===== src/rtl/gos_pkg.sv =====
// Package for the grid obstacle section selector.
// Holds widths, register codes, reset values and the small helper functions.
// No dependencies.
package gos_pkg;

    // Field and counter widths.
    localparam int SIZE_W    = 12;
    localparam int POS_W     = 11;
    localparam int PIX_W     = 8;
    localparam int PCT_W     = 7;
    localparam int CNT_W     = 19;
    localparam int CELL_W    = 4;
    localparam int NUM_CELLS = 9;
    localparam int DIV_W     = CNT_W + 7;

    // Frame size limits.
    localparam int MAX_WIDTH  = 2048;
    localparam int MAX_HEIGHT = 2048;
    localparam int MIN_SIZE   = 3;

    // Register reset values.
    localparam int RST_WIDTH     = 720;
    localparam int RST_HEIGHT    = 404;
    localparam int RST_DISP_THR  = 120;
    localparam int RST_PCT_THR   = 20;

    // Band borders that follow from the reset size.
    localparam int RST_COL_B1 = RST_WIDTH / 3;
    localparam int RST_COL_B2 = (2 * RST_WIDTH) / 3;
    localparam int RST_ROW_B1 = RST_HEIGHT / 3;
    localparam int RST_ROW_B2 = (2 * RST_HEIGHT) / 3;

    // Special grid cells and percentages.
    localparam logic [CELL_W-1:0] CENTRE_CELL = CELL_W'(4);
    localparam logic [CELL_W-1:0] LAST_CELL   = CELL_W'(NUM_CELLS - 1);
    localparam logic [PCT_W-1:0]  FULL_PCT    = PCT_W'(100);

    // Register map, one 32-bit word per register.
    typedef enum logic [1:0] {
        REG_FRAME_WIDTH  = 2'd0,
        REG_FRAME_HEIGHT = 2'd1,
        REG_DISP_THR     = 2'd2,
        REG_PCT_THR      = 2'd3
    } reg_idx_t;

    // One counter memory entry.
    typedef struct packed {
        logic [CNT_W-1:0] near;
        logic [CNT_W-1:0] total;
    } cell_count_t;

    // Band borders and last position for one frame dimension.
    typedef struct packed {
        logic [POS_W-1:0] last;
        logic [POS_W-1:0] b1;
        logic [POS_W-1:0] b2;
    } dim_geom_t;

    // Clamp a frame size to the supported range.
    function automatic logic [SIZE_W-1:0] clamp_size(input logic [SIZE_W-1:0] v,
                                                     input logic [SIZE_W-1:0] hi);
        logic [SIZE_W-1:0] r;
        begin
            r = v;
            if (v < SIZE_W'(MIN_SIZE))
            begin
                r = SIZE_W'(MIN_SIZE);
            end
            else if (v > hi)
            begin
                r = hi;
            end
            return r;
        end
    endfunction

    // Floor of x/3 by multiplying with the reciprocal, exact for x below 2^16.
    function automatic logic [POS_W-1:0] div3(input logic [SIZE_W:0] x);
        logic [SIZE_W+16:0] prod;
        begin
            prod = {16'd0, x} * {{(SIZE_W+1){1'b0}}, 16'hAAAB};
            return prod[POS_W+16:17];
        end
    endfunction

    // Borders and last position for a clamped size.
    function automatic dim_geom_t make_geom(input logic [SIZE_W-1:0] raw,
                                            input logic [SIZE_W-1:0] hi);
        logic [SIZE_W-1:0] s;
        logic [SIZE_W-1:0] sm1;
        dim_geom_t g;
        begin
            s      = clamp_size(raw, hi);
            sm1    = s - SIZE_W'(1);
            g.last = sm1[POS_W-1:0];
            g.b1   = div3({1'b0, s});
            g.b2   = div3({s, 1'b0});
            return g;
        end
    endfunction

endpackage


===== src/rtl/grid_obstacle_section_select.sv =====
// Top level of the grid obstacle section selector.
// Depends on gos_pkg for widths, register codes and the border helpers.
//
// Pixels of a disparity frame arrive in raster order, one per beat, and are
// sorted into a 3x3 grid; the block accepts one pixel per cycle during a frame.
// Per-cell pixel and near-pixel counts live in a nine-entry counter memory
// that is read, incremented and written back in a two-stage pipeline with
// forwarding for back-to-back hits on one cell. After the last pixel of a
// frame the input stalls while the last write retires, during a pass over
// the nine cells (read, operand load, seven steps of a one-bit-per-cycle
// divider for the percentage, update of the centre value or the minimum)
// and while the result beat is loaded, longer if the previous result has
// not been taken. The result register lets the next frame start while the
// result still waits. Entry valid bits are cleared at reset and on each
// result load, so stale counters read as zero and no clearing pass is needed.
module grid_obstacle_section_select (
    input  logic                       clk,
    input  logic                       rst_n,
    // Configuration port.
    input  logic                       psel,
    input  logic                       penable,
    input  logic                       pwrite,
    input  logic [3:0]                 paddr,
    input  logic [31:0]                pwdata,
    output logic [31:0]                prdata,
    output logic                       pready,
    // Pixel channel.
    input  logic                       pixel_valid,
    output logic                       pixel_ready,
    input  logic [gos_pkg::PIX_W-1:0]  pixel_value,
    // Result channel.
    output logic                       result_valid,
    input  logic                       result_ready,
    output logic [gos_pkg::CELL_W-1:0] chosen_cell,
    output logic                       cell_found,
    output logic [gos_pkg::PCT_W-1:0]  chosen_percent
);
    import gos_pkg::*;

    typedef enum logic [5:0] {
        S_PIXEL = 6'b000001,
        S_DRAIN = 6'b000010,
        S_READ  = 6'b000100,
        S_LOAD  = 6'b001000,
        S_DIV   = 6'b010000,
        S_SEL   = 6'b100000
    } state_t;

    // Output phase flag: the result register is loaded while it is set, and it holds the pixel input off.
    logic out_phase_reg;

    state_t                state_reg, state_next;

    // Configuration registers.
    logic [SIZE_W-1:0]     width_reg;
    logic [SIZE_W-1:0]     height_reg;
    logic [PIX_W-1:0]      disp_thr_reg;
    logic [PCT_W-1:0]      pct_thr_reg;
    dim_geom_t             col_geom_reg;
    dim_geom_t             row_geom_reg;

    // Raster position.
    logic [POS_W-1:0]      col_pos_reg;
    logic [POS_W-1:0]      row_pos_reg;

    // Counter memory and its read port.
    cell_count_t           count_mem [NUM_CELLS];
    cell_count_t           rd_data_reg;
    logic [CELL_W-1:0]     rd_addr;
    logic [NUM_CELLS-1:0]  entry_valid_reg;

    // Increment stage.
    logic                  s1_valid_reg;
    logic [CELL_W-1:0]     s1_cell_reg;
    logic                  s1_near_reg;
    cell_count_t           s1_base;
    cell_count_t           s1_sum;
    logic                  fwd_valid_reg;
    logic [CELL_W-1:0]     fwd_cell_reg;
    cell_count_t           fwd_data_reg;

    // End-of-frame sequencer and divider.
    logic [CELL_W-1:0]     seq_cell_reg;
    logic [DIV_W-1:0]      rem_reg;
    logic [DIV_W-1:0]      dsh_reg;
    logic [PCT_W-1:0]      quo_reg;
    logic [2:0]            step_reg;
    logic                  zero_den_reg;
    logic [PCT_W-1:0]      cell_pct;
    logic [PCT_W-1:0]      centre_pct_reg;
    logic [PCT_W-1:0]      min_pct_reg;
    logic [CELL_W-1:0]     min_cell_reg;
    cell_count_t           seq_entry;
    logic [DIV_W-1:0]      near_x100;

    // Result register.
    logic                  result_valid_reg;
    logic [CELL_W-1:0]     chosen_cell_reg;
    logic                  cell_found_reg;
    logic [PCT_W-1:0]      chosen_percent_reg;
    logic                  out_load;
    logic [CELL_W-1:0]     best_cell;
    logic [PCT_W-1:0]      best_pct;
    logic                  best_found;

    // Pixel front end.
    logic                  pix_accept;
    logic [1:0]            col_band;
    logic [1:0]            row_band;
    logic [CELL_W-1:0]     pix_cell;
    logic                  row_end;
    logic                  frame_end;
    logic                  cfg_write;
    logic [1:0]            cfg_idx;

    // Configuration port decode.
    assign pready    = 1'b1;
    assign cfg_write = psel && penable && pwrite;
    assign cfg_idx   = paddr[3:2];

    always_comb
    begin
        case (cfg_idx)
            REG_FRAME_WIDTH:  prdata = {20'd0, width_reg};
            REG_FRAME_HEIGHT: prdata = {20'd0, height_reg};
            REG_DISP_THR:     prdata = {24'd0, disp_thr_reg};
            REG_PCT_THR:      prdata = {25'd0, pct_thr_reg};
            default:          prdata = 32'd0;
        endcase
    end

    // Register writes; the band borders are worked out as the size is written.
    always_ff @(posedge clk or negedge rst_n)
    begin
        if (!rst_n)
        begin
            width_reg       <= SIZE_W'(RST_WIDTH);
            height_reg      <= SIZE_W'(RST_HEIGHT);
            disp_thr_reg    <= PIX_W'(RST_DISP_THR);
            pct_thr_reg     <= PCT_W'(RST_PCT_THR);
            col_geom_reg.last <= POS_W'(RST_WIDTH - 1);
            col_geom_reg.b1   <= POS_W'(RST_COL_B1);
            col_geom_reg.b2   <= POS_W'(RST_COL_B2);
            row_geom_reg.last <= POS_W'(RST_HEIGHT - 1);
            row_geom_reg.b1   <= POS_W'(RST_ROW_B1);
            row_geom_reg.b2   <= POS_W'(RST_ROW_B2);
        end
        else if (cfg_write)
        begin
            case (cfg_idx)
                REG_FRAME_WIDTH:
                begin
                    width_reg    <= pwdata[SIZE_W-1:0];
                    col_geom_reg <= make_geom(pwdata[SIZE_W-1:0], SIZE_W'(MAX_WIDTH));
                end
                REG_FRAME_HEIGHT:
                begin
                    height_reg   <= pwdata[SIZE_W-1:0];
                    row_geom_reg <= make_geom(pwdata[SIZE_W-1:0], SIZE_W'(MAX_HEIGHT));
                end
                REG_DISP_THR:
                begin
                    disp_thr_reg <= pwdata[PIX_W-1:0];
                end
                REG_PCT_THR:
                begin
                    pct_thr_reg  <= pwdata[PCT_W-1:0];
                end
                default:
                begin
                end
            endcase
        end
    end

    // Cell of the incoming pixel and end-of-row and end-of-frame detection.
    assign pixel_ready = (state_reg == S_PIXEL) && !out_phase_reg;
    assign pix_accept  = pixel_valid && pixel_ready;

    always_comb
    begin
        if (col_pos_reg < col_geom_reg.b1)
        begin
            col_band = 2'd0;
        end
        else if (col_pos_reg < col_geom_reg.b2)
        begin
            col_band = 2'd1;
        end
        else
        begin
            col_band = 2'd2;
        end
        if (row_pos_reg < row_geom_reg.b1)
        begin
            row_band = 2'd0;
        end
        else if (row_pos_reg < row_geom_reg.b2)
        begin
            row_band = 2'd1;
        end
        else
        begin
            row_band = 2'd2;
        end
        pix_cell  = {row_band, 1'b0, 1'b0} - {2'b00, row_band} + {2'b00, col_band};
        row_end   = (col_pos_reg >= col_geom_reg.last);
        frame_end = row_end && (row_pos_reg >= row_geom_reg.last);
    end

    // Raster position.
    always_ff @(posedge clk or negedge rst_n)
    begin
        if (!rst_n)
        begin
            col_pos_reg <= '0;
            row_pos_reg <= '0;
        end
        else if (pix_accept)
        begin
            if (!row_end)
            begin
                col_pos_reg <= col_pos_reg + POS_W'(1);
            end
            else
            begin
                col_pos_reg <= '0;
                if (frame_end)
                begin
                    row_pos_reg <= '0;
                end
                else
                begin
                    row_pos_reg <= row_pos_reg + POS_W'(1);
                end
            end
        end
    end

    // Counter memory: the pixel path reads its cell, the sequencer walks the cells.
    assign rd_addr = (state_reg == S_PIXEL) ? pix_cell : seq_cell_reg;

    always_ff @(posedge clk)
    begin
        rd_data_reg <= count_mem[rd_addr];
        if (s1_valid_reg)
        begin
            count_mem[s1_cell_reg] <= s1_sum;
        end
    end

    // Increment stage, forwarding the write of the previous cycle.
    always_comb
    begin
        if (fwd_valid_reg && (fwd_cell_reg == s1_cell_reg))
        begin
            s1_base = fwd_data_reg;
        end
        else if (entry_valid_reg[s1_cell_reg])
        begin
            s1_base = rd_data_reg;
        end
        else
        begin
            s1_base = '0;
        end
        s1_sum.total = s1_base.total + CNT_W'(1);
        s1_sum.near  = s1_base.near + {{(CNT_W-1){1'b0}}, s1_near_reg};
    end

    always_ff @(posedge clk or negedge rst_n)
    begin
        if (!rst_n)
        begin
            s1_valid_reg  <= 1'b0;
            fwd_valid_reg <= 1'b0;
        end
        else
        begin
            s1_valid_reg  <= pix_accept;
            fwd_valid_reg <= s1_valid_reg;
        end
    end

    always_ff @(posedge clk)
    begin
        s1_cell_reg  <= pix_cell;
        s1_near_reg  <= (pixel_value >= disp_thr_reg);
        fwd_cell_reg <= s1_cell_reg;
        fwd_data_reg <= s1_sum;
    end

    // Entry valid bits: set on write, cleared when the frame's result is loaded into the result register.
    always_ff @(posedge clk or negedge rst_n)
    begin
        if (!rst_n)
        begin
            entry_valid_reg <= '0;
        end
        else if (out_load)
        begin
            entry_valid_reg <= '0;
        end
        else if (s1_valid_reg)
        begin
            entry_valid_reg[s1_cell_reg] <= 1'b1;
        end
    end

    // Sequencer state.
    always_comb
    begin
        state_next = state_reg;
        case (state_reg)
            S_PIXEL:
            begin
                if (pix_accept && frame_end)
                begin
                    state_next = S_DRAIN;
                end
            end
            S_DRAIN:
            begin
                state_next = S_READ;
            end
            S_READ:
            begin
                state_next = S_LOAD;
            end
            S_LOAD:
            begin
                state_next = S_DIV;
            end
            S_DIV:
            begin
                if (step_reg == 3'd6)
                begin
                    state_next = S_SEL;
                end
            end
            S_SEL:
            begin
                if (seq_cell_reg == LAST_CELL)
                begin
                    state_next = S_PIXEL;
                end
                else
                begin
                    state_next = S_READ;
                end
            end
            default:
            begin
                state_next = S_PIXEL;
            end
        endcase
    end

    always_ff @(posedge clk or negedge rst_n)
    begin
        if (!rst_n)
        begin
            state_reg     <= S_PIXEL;
            out_phase_reg <= 1'b0;
        end
        else
        begin
            state_reg <= state_next;
            if ((state_reg == S_SEL) && (seq_cell_reg == LAST_CELL))
            begin
                out_phase_reg <= 1'b1;
            end
            else if (out_load)
            begin
                out_phase_reg <= 1'b0;
            end
        end
    end

    // Divider operands for the cell being read.
    assign seq_entry = entry_valid_reg[seq_cell_reg] ? rd_data_reg : '0;
    assign near_x100 = {1'b0, seq_entry.near, 6'd0} + {2'b00, seq_entry.near, 5'd0}
                     + {5'd0, seq_entry.near, 2'd0};
    assign cell_pct  = zero_den_reg ? FULL_PCT : quo_reg;

    // Percentage by restoring division, one quotient bit per cycle.
    always_ff @(posedge clk)
    begin
        case (state_reg)
            S_DRAIN:
            begin
                seq_cell_reg <= '0;
            end
            S_LOAD:
            begin
                rem_reg      <= near_x100;
                dsh_reg      <= {1'b0, seq_entry.total, 6'd0};
                zero_den_reg <= (seq_entry.total == '0);
                quo_reg      <= '0;
                step_reg     <= '0;
            end
            S_DIV:
            begin
                if (rem_reg >= dsh_reg)
                begin
                    rem_reg <= rem_reg - dsh_reg;
                    quo_reg <= {quo_reg[PCT_W-2:0], 1'b1};
                end
                else
                begin
                    quo_reg <= {quo_reg[PCT_W-2:0], 1'b0};
                end
                dsh_reg  <= {1'b0, dsh_reg[DIV_W-1:1]};
                step_reg <= step_reg + 3'd1;
            end
            S_SEL:
            begin
                // The centre is kept apart; other cells keep the first strict minimum.
                if (seq_cell_reg == CENTRE_CELL)
                begin
                    centre_pct_reg <= cell_pct;
                end
                else if ((seq_cell_reg == '0) || (cell_pct < min_pct_reg))
                begin
                    min_pct_reg  <= cell_pct;
                    min_cell_reg <= seq_cell_reg;
                end
                seq_cell_reg <= seq_cell_reg + CELL_W'(1);
            end
            default:
            begin
            end
        endcase
    end

    // Final choice: centre first, else the lower of the other cells wins only if strictly lower.
    always_comb
    begin
        if (centre_pct_reg < pct_thr_reg)
        begin
            best_cell = CENTRE_CELL;
            best_pct  = centre_pct_reg;
        end
        else if (min_pct_reg < centre_pct_reg)
        begin
            best_cell = min_cell_reg;
            best_pct  = min_pct_reg;
        end
        else
        begin
            best_cell = CENTRE_CELL;
            best_pct  = centre_pct_reg;
        end
        best_found = (best_pct < pct_thr_reg);
    end

    // Result register.
    assign out_load = out_phase_reg && (!result_valid_reg || result_ready);

    always_ff @(posedge clk or negedge rst_n)
    begin
        if (!rst_n)
        begin
            result_valid_reg <= 1'b0;
        end
        else if (out_load)
        begin
            result_valid_reg <= 1'b1;
        end
        else if (result_ready)
        begin
            result_valid_reg <= 1'b0;
        end
    end

    always_ff @(posedge clk)
    begin
        if (out_load)
        begin
            chosen_cell_reg    <= best_found ? best_cell : '0;
            cell_found_reg     <= best_found;
            chosen_percent_reg <= best_pct;
        end
    end

    assign result_valid   = result_valid_reg;
    assign chosen_cell    = chosen_cell_reg;
    assign cell_found     = cell_found_reg;
    assign chosen_percent = chosen_percent_reg;

endmodule

===== config.mk =====
export PLATFORM = sky130hd
export DESIGN_NAME = grid_obstacle_section_select
export DESIGN_NICKNAME = d
export VERILOG_FILES = /design/src/rtl/gos_pkg.sv /design/src/rtl/grid_obstacle_section_select.sv
export SDC_FILE = /design/constraint.sdc
export NUM_CORES = 1
export LEC_CHECK = 0
export BUFFER_PORTS_ARGS = -buffer_cell sky130_fd_sc_hd__buf_2
export CAP_MARGIN = 15
export CORE_MARGIN = 3
export CORE_UTILIZATION = 41
export CTS_CLUSTER_SIZE = 24
export DETAILED_ROUTE_END_ITERATION = 10
export SLEW_MARGIN = 40
export SYNTH_ARGS = -nofsm -noshare
export SYNTH_HDL_FRONTEND = slang
export SYNTH_SLANG_ARGS = --single-unit

===== constraint.sdc =====
create_clock -name clk -period 10.1 [get_ports clk]
set_input_delay 3.03 -clock clk [delete_from_list [all_inputs] [get_ports clk]]
set_output_delay 3.03 -clock clk [all_outputs]
set_load 0.01 [all_outputs]

After elaboration in Yosys (flattened, before gate mapping)
Memories as Yosys holds them, arrays and structs flattened. A register that Yosys moved wholly into a read port is not among the register bits.
Index checks and enable logic that the tools add are counted.
W data, S select, Z words.
Cells by class
  add/subtract/negate cells: 13
  $mul: 4
  $lt $le $gt $ge: 17
  equal/unequal tests: 16
  muxes and demuxes: 47
  bitwise gates (word level): 4
  reductions and logical operators: 32
Operator list (count)
  $pmux W32 S4: 1
  $mux W38: 3
  $pmux W26 S2: 2
  $mux W12: 6
  $mul A12 B16 Y28 const B: 2
  $mul A12 B16 Y27 const B: 2
  $lt A11 B11 Y1: 4
  $pmux W6 S6: 1
  $lt A7 B7 Y1: 4
  $add A25 B24 Y26: 1
  $add A26 B21 Y26: 1
  $ge A26 B26 Y1: 1
  $mux W26: 1
  $sub A26 B26 Y26: 1
  $add A11 B1 Y11 const B: 2
  $ge A11 B11 Y1: 2
  $mux W11: 2
  $sub A11 B1 Y11 const B: 2
  $mux W7: 3
  $add A19 B1 Y19: 1
  $add A19 B1 Y19 const B: 1
  $logic_not A19 Y1: 1
  $mux W9: 2
  $reduce_and A2 Y1: 8
  other kinds (43): 79
Storage, ports and cells
  bits in registers: 290
  bits in writable memories: 342
  input bits: 51
  output and inout bits: 47
  word-level logic and storage cells: 170
  memories: 1
Memories
  count_mem: words 9, bits a word 38, read ports 1, clocked after memory_dff 1, write ports 1, line grid_obstacle_section_select.sv:67  | cell_count_t count_mem [NUM_CELLS];

Depth between registers and ports, before layout
Gate-level depths: netlist of run 1.
  word-level depth: 7
  depth in mapped cells: 24

Least setup slack after synthesis of run 1
No wires, ideal clock.
  kind: input -> register
  from: in pwdata[11]
  to: reg row_geom_reg[21] (netlist bit)
  data arrival time: 8.256 ns
  data required time: 10.031 ns
  path slack: 1.775 ns
  stages on the path: 22
  cells stage by stage: clkbuf_1 > clkbuf_1 > nand2b_1 > inv_1 > ha_1 > ha_1 > inv_1 > fa_1 > inv_1 > fa_1 > inv_1 > fa_1 > inv_1 > ha_1 > and3_1 > a221oi_1 > o21ai_0 > a31oi_1 > nor3_1 > o2111a_1 > or4_1 > nand3_1
Between the ends
  cells in the longest elaborated chain, start to end: 6
  elaborated cells between the ends (all ways): 7
  classes of those cells: mul (1); order compare (2); mux (4)
RTL lines
  start, declared: line grid_obstacle_section_select.sv:24  | input logic [31:0] pwdata,
  $gt A12 B12 Y1: line gos_pkg.sv:69  | else if (v > hi)
  $mux W12: line gos_pkg.sv:69
  $mux W12 *
  $mux W12 *: line grid_obstacle_section_select.sv:150  | case (cfg_idx)
  $mux W12 *: line grid_obstacle_section_select.sv:148  | else if (cfg_write)
  $mul A12 B16 Y28 *: line gos_pkg.sv:81  | prod = {16'd0, x} * {{(SIZE_W+1){1'b0}}, 16'hAAAB};
  end signal, assigned: line grid_obstacle_section_select.sv:159  | row_geom_reg <= make_geom(pwdata[SIZE_W-1:0], SIZE_W'(MAX_HEIGHT));
  end, declared: line grid_obstacle_section_select.sv:60  | dim_geom_t row_geom_reg;
Mark *: on every way between the ends. The rest lies on a longest branch, timed or not. The select of a mux whose other input is x is not followed.
A chain may end at the register's enable or synchronous reset.

Final worst setup path of run 1
  from: in pwdata[4]
  to: reg row_geom_reg[21] (netlist bit)
Same word-level chain as after synthesis.

==> run_results.csv, run 1 <==
group,metric,value,unit
global_route,grt_max_degree,88,
global_route,grt_overflow,0,
floorplanning,core_area,0.0825,sq mm
floorplanning,io_pins,98,
floorplanning,rows,105,
sta,worstMarginPinSlew,0.813,ns
yosys,synthArstFlopShare,19.4,%
sta,slew_violations,0,
floorplanning,start_util,41.6,%
finish,final_area,0.0384,sq mm
routing,wl_per_cell,19.3,microns
routing,ant_nets,0,
critical_path,cp-startpoint,"pwdata[4]",
global_route,grt_pass1_vias,23000,
clock_tree,clkLatencyLatePin,0.63,ns
yosys,synthSimpleGateAreaFrac,12.4,%
critical_path,worstReg2RegEnd,"rd_data_reg[28]",
critical_path,setup.worst_path.class,"in2reg",
pwr,peakVddDrop,0.379,mV
critical_path,max_stage_delay,0.62,ns
yosys,yosys_warnings,0,
finish,drive_gt1_share,12.9,%
critical_path,path_max_fanout,6,
clock_tree,cts_hold_buf,0,
yosys,ys_top_cells_by_area,"edfxtp_1 38%, ha_1 8.5%, dfrtp_1 6.6%",
global_route,antenna_found_initial,0,
clock_tree,tritoncts,"yes",
clock_tree,cts_sinks,649,
critical_path,required,10.66,ns
critical_path,crit_arrival,9.00,ns
routing,vias_per_cell,5.50,
global_route,grt_pass1_wl,128000,microns
finish,n_antenna_cell,0,
clock_tree,path_clk_slew,0.06,ns
sta,rsz0062_at_grt,"false",
routing,drcViolationCount,0,
yosys,syn_area,0.0343,sq mm
sta,post-route-period-util,83.6,%
routing,vias,23000,
yosys,synth_top_cells_by_count,"438 x edfxtp_1, 329 x nand2_1, 233 x ha_1",
clock_tree,post-cts-setup-buffers,0,
clock_tree,ctsResizeCount,0,
pwr,power.internal,8.91,mW
sta,max_freq,0.118,GHz
critical_path,crit_buf_inv,5,
clock_tree,root_buffer,"clkbuf_16",
yosys,yosysUniqueCellTypes,79,
place,dpl.hpwl,52800,microns
yosys,synth-compound-area-share,11.5,%
critical_path,path_depth,21,
pwr,combinationalPowerShare,50.7,%
clock_tree,cts_max_level,3,
floorplanning,die_x,295,microns
yosys,syn_area_per_cell,11.4,sq um
finish,largest_register_ffs,342,
critical_path,crit_path_start_kind,"primary input",
critical_path,cp_top_family,"adder cells",
yosys,synth_top_area_share,38.3,%
sta,setup_viol,0,
pwr,pwr-share-seq,30.1,%
place,place_area,0.0357,sq mm
run,cap_violations,0,
pwr,p_sw_share,40.5,%
routing,drtPass1Iterations,5,
yosys,yosysMostFrequentCell,"edfxtp_1",
worst_hold_path,hold_class,"reg2reg",
sta,finalWorstPathRequiredPeriod,8.44,ns
place,numPortBuffers,54,
sta,tns,0,ns
yosys,ys_seq_elements,649,
routing,drt_iter0_markers,1689,
pwr,powerDensity,390,mW/mm^2
sta,skew,0.0353,ns
yosys,synth_top_area_cell,"edfxtp_1",
yosys,synth-edff-count,438,
finish,area_delta_synth_final,11.8,%
critical_path,r2r-start,"col_pos_reg[1]",
critical_path,crit_slowest_cell,"fa_1",
yosys,synthMuxAreaShare,4.59,%
clock_tree,cts_inserted_buffers,74,
pwr,p_leak,15.5,nW
yosys,synth-seq-area-share,52.6,%
critical_path,r2r_slack,5.06,ns
routing,wl,80600,microns
yosys,netlist_instances,3007,
critical_path,cp_common_cell,"inv_1",
sta,slew_headroom,45.4,%
critical_path,worst_setup_path_end_kind,"flip-flop",
floorplanning,die_y,295,microns
critical_path,cp_cell_sequence,"buf_2 -> nor4_1 -> nand3_1 -> a21oi_1 -> ha_1 -> inv_1 -> fa_1 -> inv_1 -> fa_1 -> inv_1 -> fa_1 -> inv_1 -> ha_1 -> and3_1 -> a221oi_1 -> o21ai_0 -> a31oi_1 -> nor3_1 -> o2111a_1 -> or4_1 -> nand3_1",
global_route,track_usage,18.5,%
floorplanning,dieArea,0.0872,sq mm
pwr,switchingPower,6.07,mW
yosys,synth_xor_area_share,2.09,%
critical_path,cp-endpoint,"row_geom_reg[21]",
pwr,p_clk_share,19.2,%
finish,final_nets,3392,
yosys,synth_fa_ha_area_share,12.2,%
clock_tree,clk_path_buf_depth,3,
outcome,status,"finished clean",
place,place.gp.congestion,0.863,
sta,hold_viol_final,0,
yosys,synth_top_family_by_area,"simple AND/OR/NAND/NOR gates",
finish,post-route-util,46.5,%
yosys,synth_flop_cell,"edfxtp_1",
critical_path,reg2reg_depth,19,
[stage by stage]
stage | worst slack, ns | hold slack [ns] | std cells | power [mW]
floorplan | 1.78 | 0.326 | 3026 | 10.1
detailed placement | 1.02 | 0.443 | 4037 | 12.1
finish | 1.66 | 0.454 | 4176 | 15.0
global route | 1.27 | 0.480 | 4176 | 16.1
global placement | 1.03 | 0.445 | 4037 | 11.8
CTS | 1.68 | 0.457 | 4175 | 15.1
[how the worst min path moves through the flow]
| stage | from | cells past startpoint | slack [ns] | end |
|---|---|---|---|---|
| finish | s1_cell_reg[3] | 0 | 0.45 | fwd_cell_reg[3] |
| global route | count_mem[8][0] | 1 | 0.48 | rd_data_reg[0] |
| CTS | s1_cell_reg[3] | 0 | 0.46 | fwd_cell_reg[3] |
| detailed placement | s1_cell_reg[3] | 0 | 0.44 | fwd_cell_reg[3] |
| global placement | width_reg[6] | 2 | 0.45 | width_reg[6] |
| floorplan | s1_cell_reg[0] | 0 | 0.33 | fwd_cell_reg[0] |
[layout make-up]
class	instances	area, sq um
inverter	234	878
multi-input combinational	2000	14900
timing repair buffer	85	528
sequential	649	18100
clock inverter	42	679
tap	1070	1340
clock buffer	96	1970
fill	7338	44100
[worst register-to-register path, cell delays in order, from the launching register on]
cell	delay (ns)
dfrtp_1	0.45
ha_1	0.30
a21o_1	0.16
a21o_1	0.19
a21o_1	0.18
a21o_1	0.17
a211oi_1	0.25
o31ai_1	0.15
nand2b_1	0.20
ha_1	0.21
inv_1	0.07
fa_1	0.47
mux2i_4	0.17
buf_6	0.47
buf_4	0.65
and2_1	0.29
a211oi_1	0.05
a31oi_1	0.22
mux2_2	0.20
mux2_2	0.14
[metal layers]
metal	share of wire (%)	GRT usage (%)
met1	46	26.0
met2	46	29.6
met3	5.9	3.13
met4	2.5	5.57
met5	0	0
[logic make-up (layout without fill, tap and decap cells)]
kind of cell / after synthesis / in the layout
mux: 131 / 131
xor+xnor: 82 / 82
fa+ha+maj: 297 / 297
flops: 649 / 649
other cells: 2 / 21
buf+inv: 377 / 457
compound gates: 601 / 601
simple gates: 868 / 868
[power groups by stage]
stage / clock (mW) / combinational, mW / sequential (mW)
global route: 3.04 / 8.50 / 4.56
finish: 2.87 / 7.59 / 4.51
detailed placement: 0 / 7.54 / 4.55
global placement: 0 / 7.28 / 4.52
CTS: 2.93 / 7.63 / 4.50
floorplan: 0 / 5.77 / 4.35
[cell usage in the layout, fill, tap and decap left out, drive strengths merged, types with 21 or more instances in the layout]
cell / netlist / final
o21ai: 142 / 142
nand4: 27 / 27
o21a: 24 / 24
a21oi: 88 / 88
conb: 2 / 21
nand3: 77 / 77
nor2: 121 / 121
nor3: 42 / 42
clkinv: 1 / 23
ha: 233 / 233
dfstp: 35 / 35
clkbuf: 84 / 96
buf: 59 / 85
nand2: 329 / 329
a211oi: 93 / 93
and2: 110 / 110
edfxtp: 438 / 438
inv: 233 / 238
fa: 64 / 64
a31oi: 88 / 88
dfxtp: 85 / 85
mux2: 107 / 107
xnor2: 45 / 45
nand2b: 35 / 35
dfrtp: 91 / 91
xor2: 37 / 37
a21o: 64 / 64
and3: 53 / 53
Note: power is estimated with default switching activity, not from simulation.
==> run 2, diff against run 1 <==
==> constraint.sdc (replaced) <==
create_clock -name clk -period 8.27 [get_ports clk]
set_input_delay 2.481 -clock clk [delete_from_list [all_inputs] [get_ports clk]]
set_output_delay 2.481 -clock clk [all_outputs]
set_load 0.01 [all_outputs]
==> run_results.csv, run 2 (same netlist as run 1, synthesis figures left out) <==
group,metric,value,unit
outcome,status,"finished clean",
clock_tree,cts_max_level,3,
global_route,grt_pass1_wl,127000,microns
sta,finalWorstPathRequiredPeriod,7.46,ns
sta,hold_viol_final,0,
worst_hold_path,holdPathStages,2,
floorplanning,start_util,41.6,%
finish,multi_input_comb_area,0.0149,sq mm
floorplanning,core_area,0.0825,sq mm
finish,drive_gt1_share,13.0,%
critical_path,required,8.82,ns
clock_tree,path_clk_slew,0.06,ns
pwr,powerDensity,468,mW/mm^2
clock_tree,cts_sinks,649,
floorplanning,dieArea,0.0872,sq mm
sta,tns,0,ns
critical_path,path_max_fanout,14,
floorplanning,die_y,295,microns
sta,rsz0062_at_grt,"false",
sta,post-route-period-util,90.2,%
floorplanning,rows,105,
global_route,grt_pass1_vias,23100,
finish,nFillCells,7377,
critical_path,r2r-start,"seq_cell_reg[2]",
clock_tree,cts_hold_buf,0,
sta,max_freq,0.134,GHz
clock_tree,tritoncts,"yes",
finish,mostFrequentLayoutCells,"438 x edfxtp_1, 328 x nand2_1, 233 x ha_1",
routing,vias,22900,
routing,wl_per_cell,19.1,microns
floorplanning,die_x,295,microns
clock_tree,clk_path_buf_depth,3,
run,cap_violations,0,
critical_path,reg2reg_depth,16,
critical_path,r2r_slack,3.24,ns
sta,setup_viol,0,
worst_hold_path,hp-start,"width_reg[9]",
clock_tree,cts_inserted_buffers,73,
critical_path,setup.worst_path.class,"in2reg",
floorplanning,io_pins,98,
global_route,grt_max_degree,153,
global_route,track_usage,18.4,%
sta,worstMarginPinSlew,0.809,ns
pwr,p_leak,15.5,nW
worst_hold_path,whs_endpoint,"width_reg[9]",
global_route,antenna_found_initial,0,
routing,ant_nets,0,
sta,layout_setup_ws,0.807,ns
clock_tree,clkLatencyLatePin,0.63,ns
clock_tree,root_buffer,"clkbuf_16",
global_route,grt_overflow,0,
routing,drt_iter0_markers,1688,
critical_path,crit_path_start_kind,"primary input",
sta,slew_violations,0,
critical_path,worstReg2RegEnd,"rem_reg[25]",
place,place.gp.congestion,0.868,
sta,skew,0.0556,ns
routing,vias_per_cell,5.48,
place,numPortBuffers,54,
routing,drcViolationCount,0,
place,post-place-ws,0.176,ns
pwr,peakVddDrop,0.467,mV
routing,wl,79700,microns
finish,n_antenna_cell,0,
finish,regArea,0.0181,sq mm
clock_tree,post-cts-setup-buffers,0,
worst_hold_path,hold_class,"reg2reg",
critical_path,worst_setup_path_end_kind,"flip-flop",
finish,largest_register_ffs,342,
finish,final_common_cell,"edfxtp_1",
sta,slew_headroom,46.1,%
clock_tree,ctsResizeCount,0,
critical_path,crit_arrival,8.01,ns
finish,final_nets,3399,
routing,drtPass1Iterations,7,
finish,area_delta_synth_final,11.3,%
place,dpl.hpwl,52500,microns
-- run 2: changes by cell type in the layout (fill, tap and decap cells not counted), sizes merged --
cell	previous run	this run
bufinv	13	1
buf	85	93
clkbuf	96	104
clkinv	23	25
inv	238	237
-- run 2: how the worst max path moves through the flow --
stage,depth (start not counted),end,startpoint,slack [ns]
final,21,row_geom_reg[21],pwdata[11],0.81
after global routing,21,row_geom_reg[21],pwdata[11],0.52
after CTS,21,row_geom_reg[21],pwdata[11],0.83
after detailed placement,21,row_geom_reg[21],pwdata[11],0.18
after global placement,21,row_geom_reg[21],pwdata[11],0.24
after floorplan,22,row_geom_reg[21],pwdata[11],0.49
-- run 2: where the power goes --
group	total [mW]	internal [mW]	switching, mW
registers	5.51	5.03	0.479
clock network	3.16	1.80	1.35
logic	9.22	3.74	5.48
-- run 2: per-layer routing --
layer	global-route usage, %	up-vias	share of wire, %
met5	0	-	0
met4	4.80	0	2.0
met3	3.65	107	6.3
met2	29.3	622	46
met1	25.7	11300	46
li1	-	10900	-
-- run 2: layout make-up --
| type | count | area share, % |
|---|---|---|
| sequential | 649 | 47.3 |
| multi-input combinational | 2000 | 39.1 |
| clock buffer | 104 | 5.41 |
| tap | 1070 | 3.51 |
| inverter | 234 | 2.30 |
| timing repair buffer | 93 | 1.55 |
| clock inverter | 31 | 0.836 |
-- run 2: stage by stage --
stage	instances	power, mW	area (sq um)	util, %	hold slack, ns
2_1_floorplan	3026	12.4	34400	-	0.326
3_3_place_gp	4046	14.4	35700	43.3	0.445
3_5_place_dp	4046	14.7	35800	43.3	0.449
4_1_cts	4181	18.0	38100	46.2	0.458
5_1_grt	4181	19.3	38200	46.3	0.472
6_report	4181	17.9	38200	46.3	0.460
-- run 2: worst max-delay path: stages --
cell and delay, ns:
buf_2 0.21, nand2b_1 0.21, inv_1 0.12, ha_1 0.31, inv_1 0.07, fa_1 0.45, fa_1 0.58, inv_1 0.10
fa_1 0.54, inv_1 0.06, fa_1 0.50, inv_1 0.05, ha_1 0.32, and3_1 0.19, a221oi_1 0.27, o21ai_0 0.12
a31oi_1 0.30, nor3_1 0.17, o2111a_1 0.32, or4_1 0.53, nand3_1 0.10
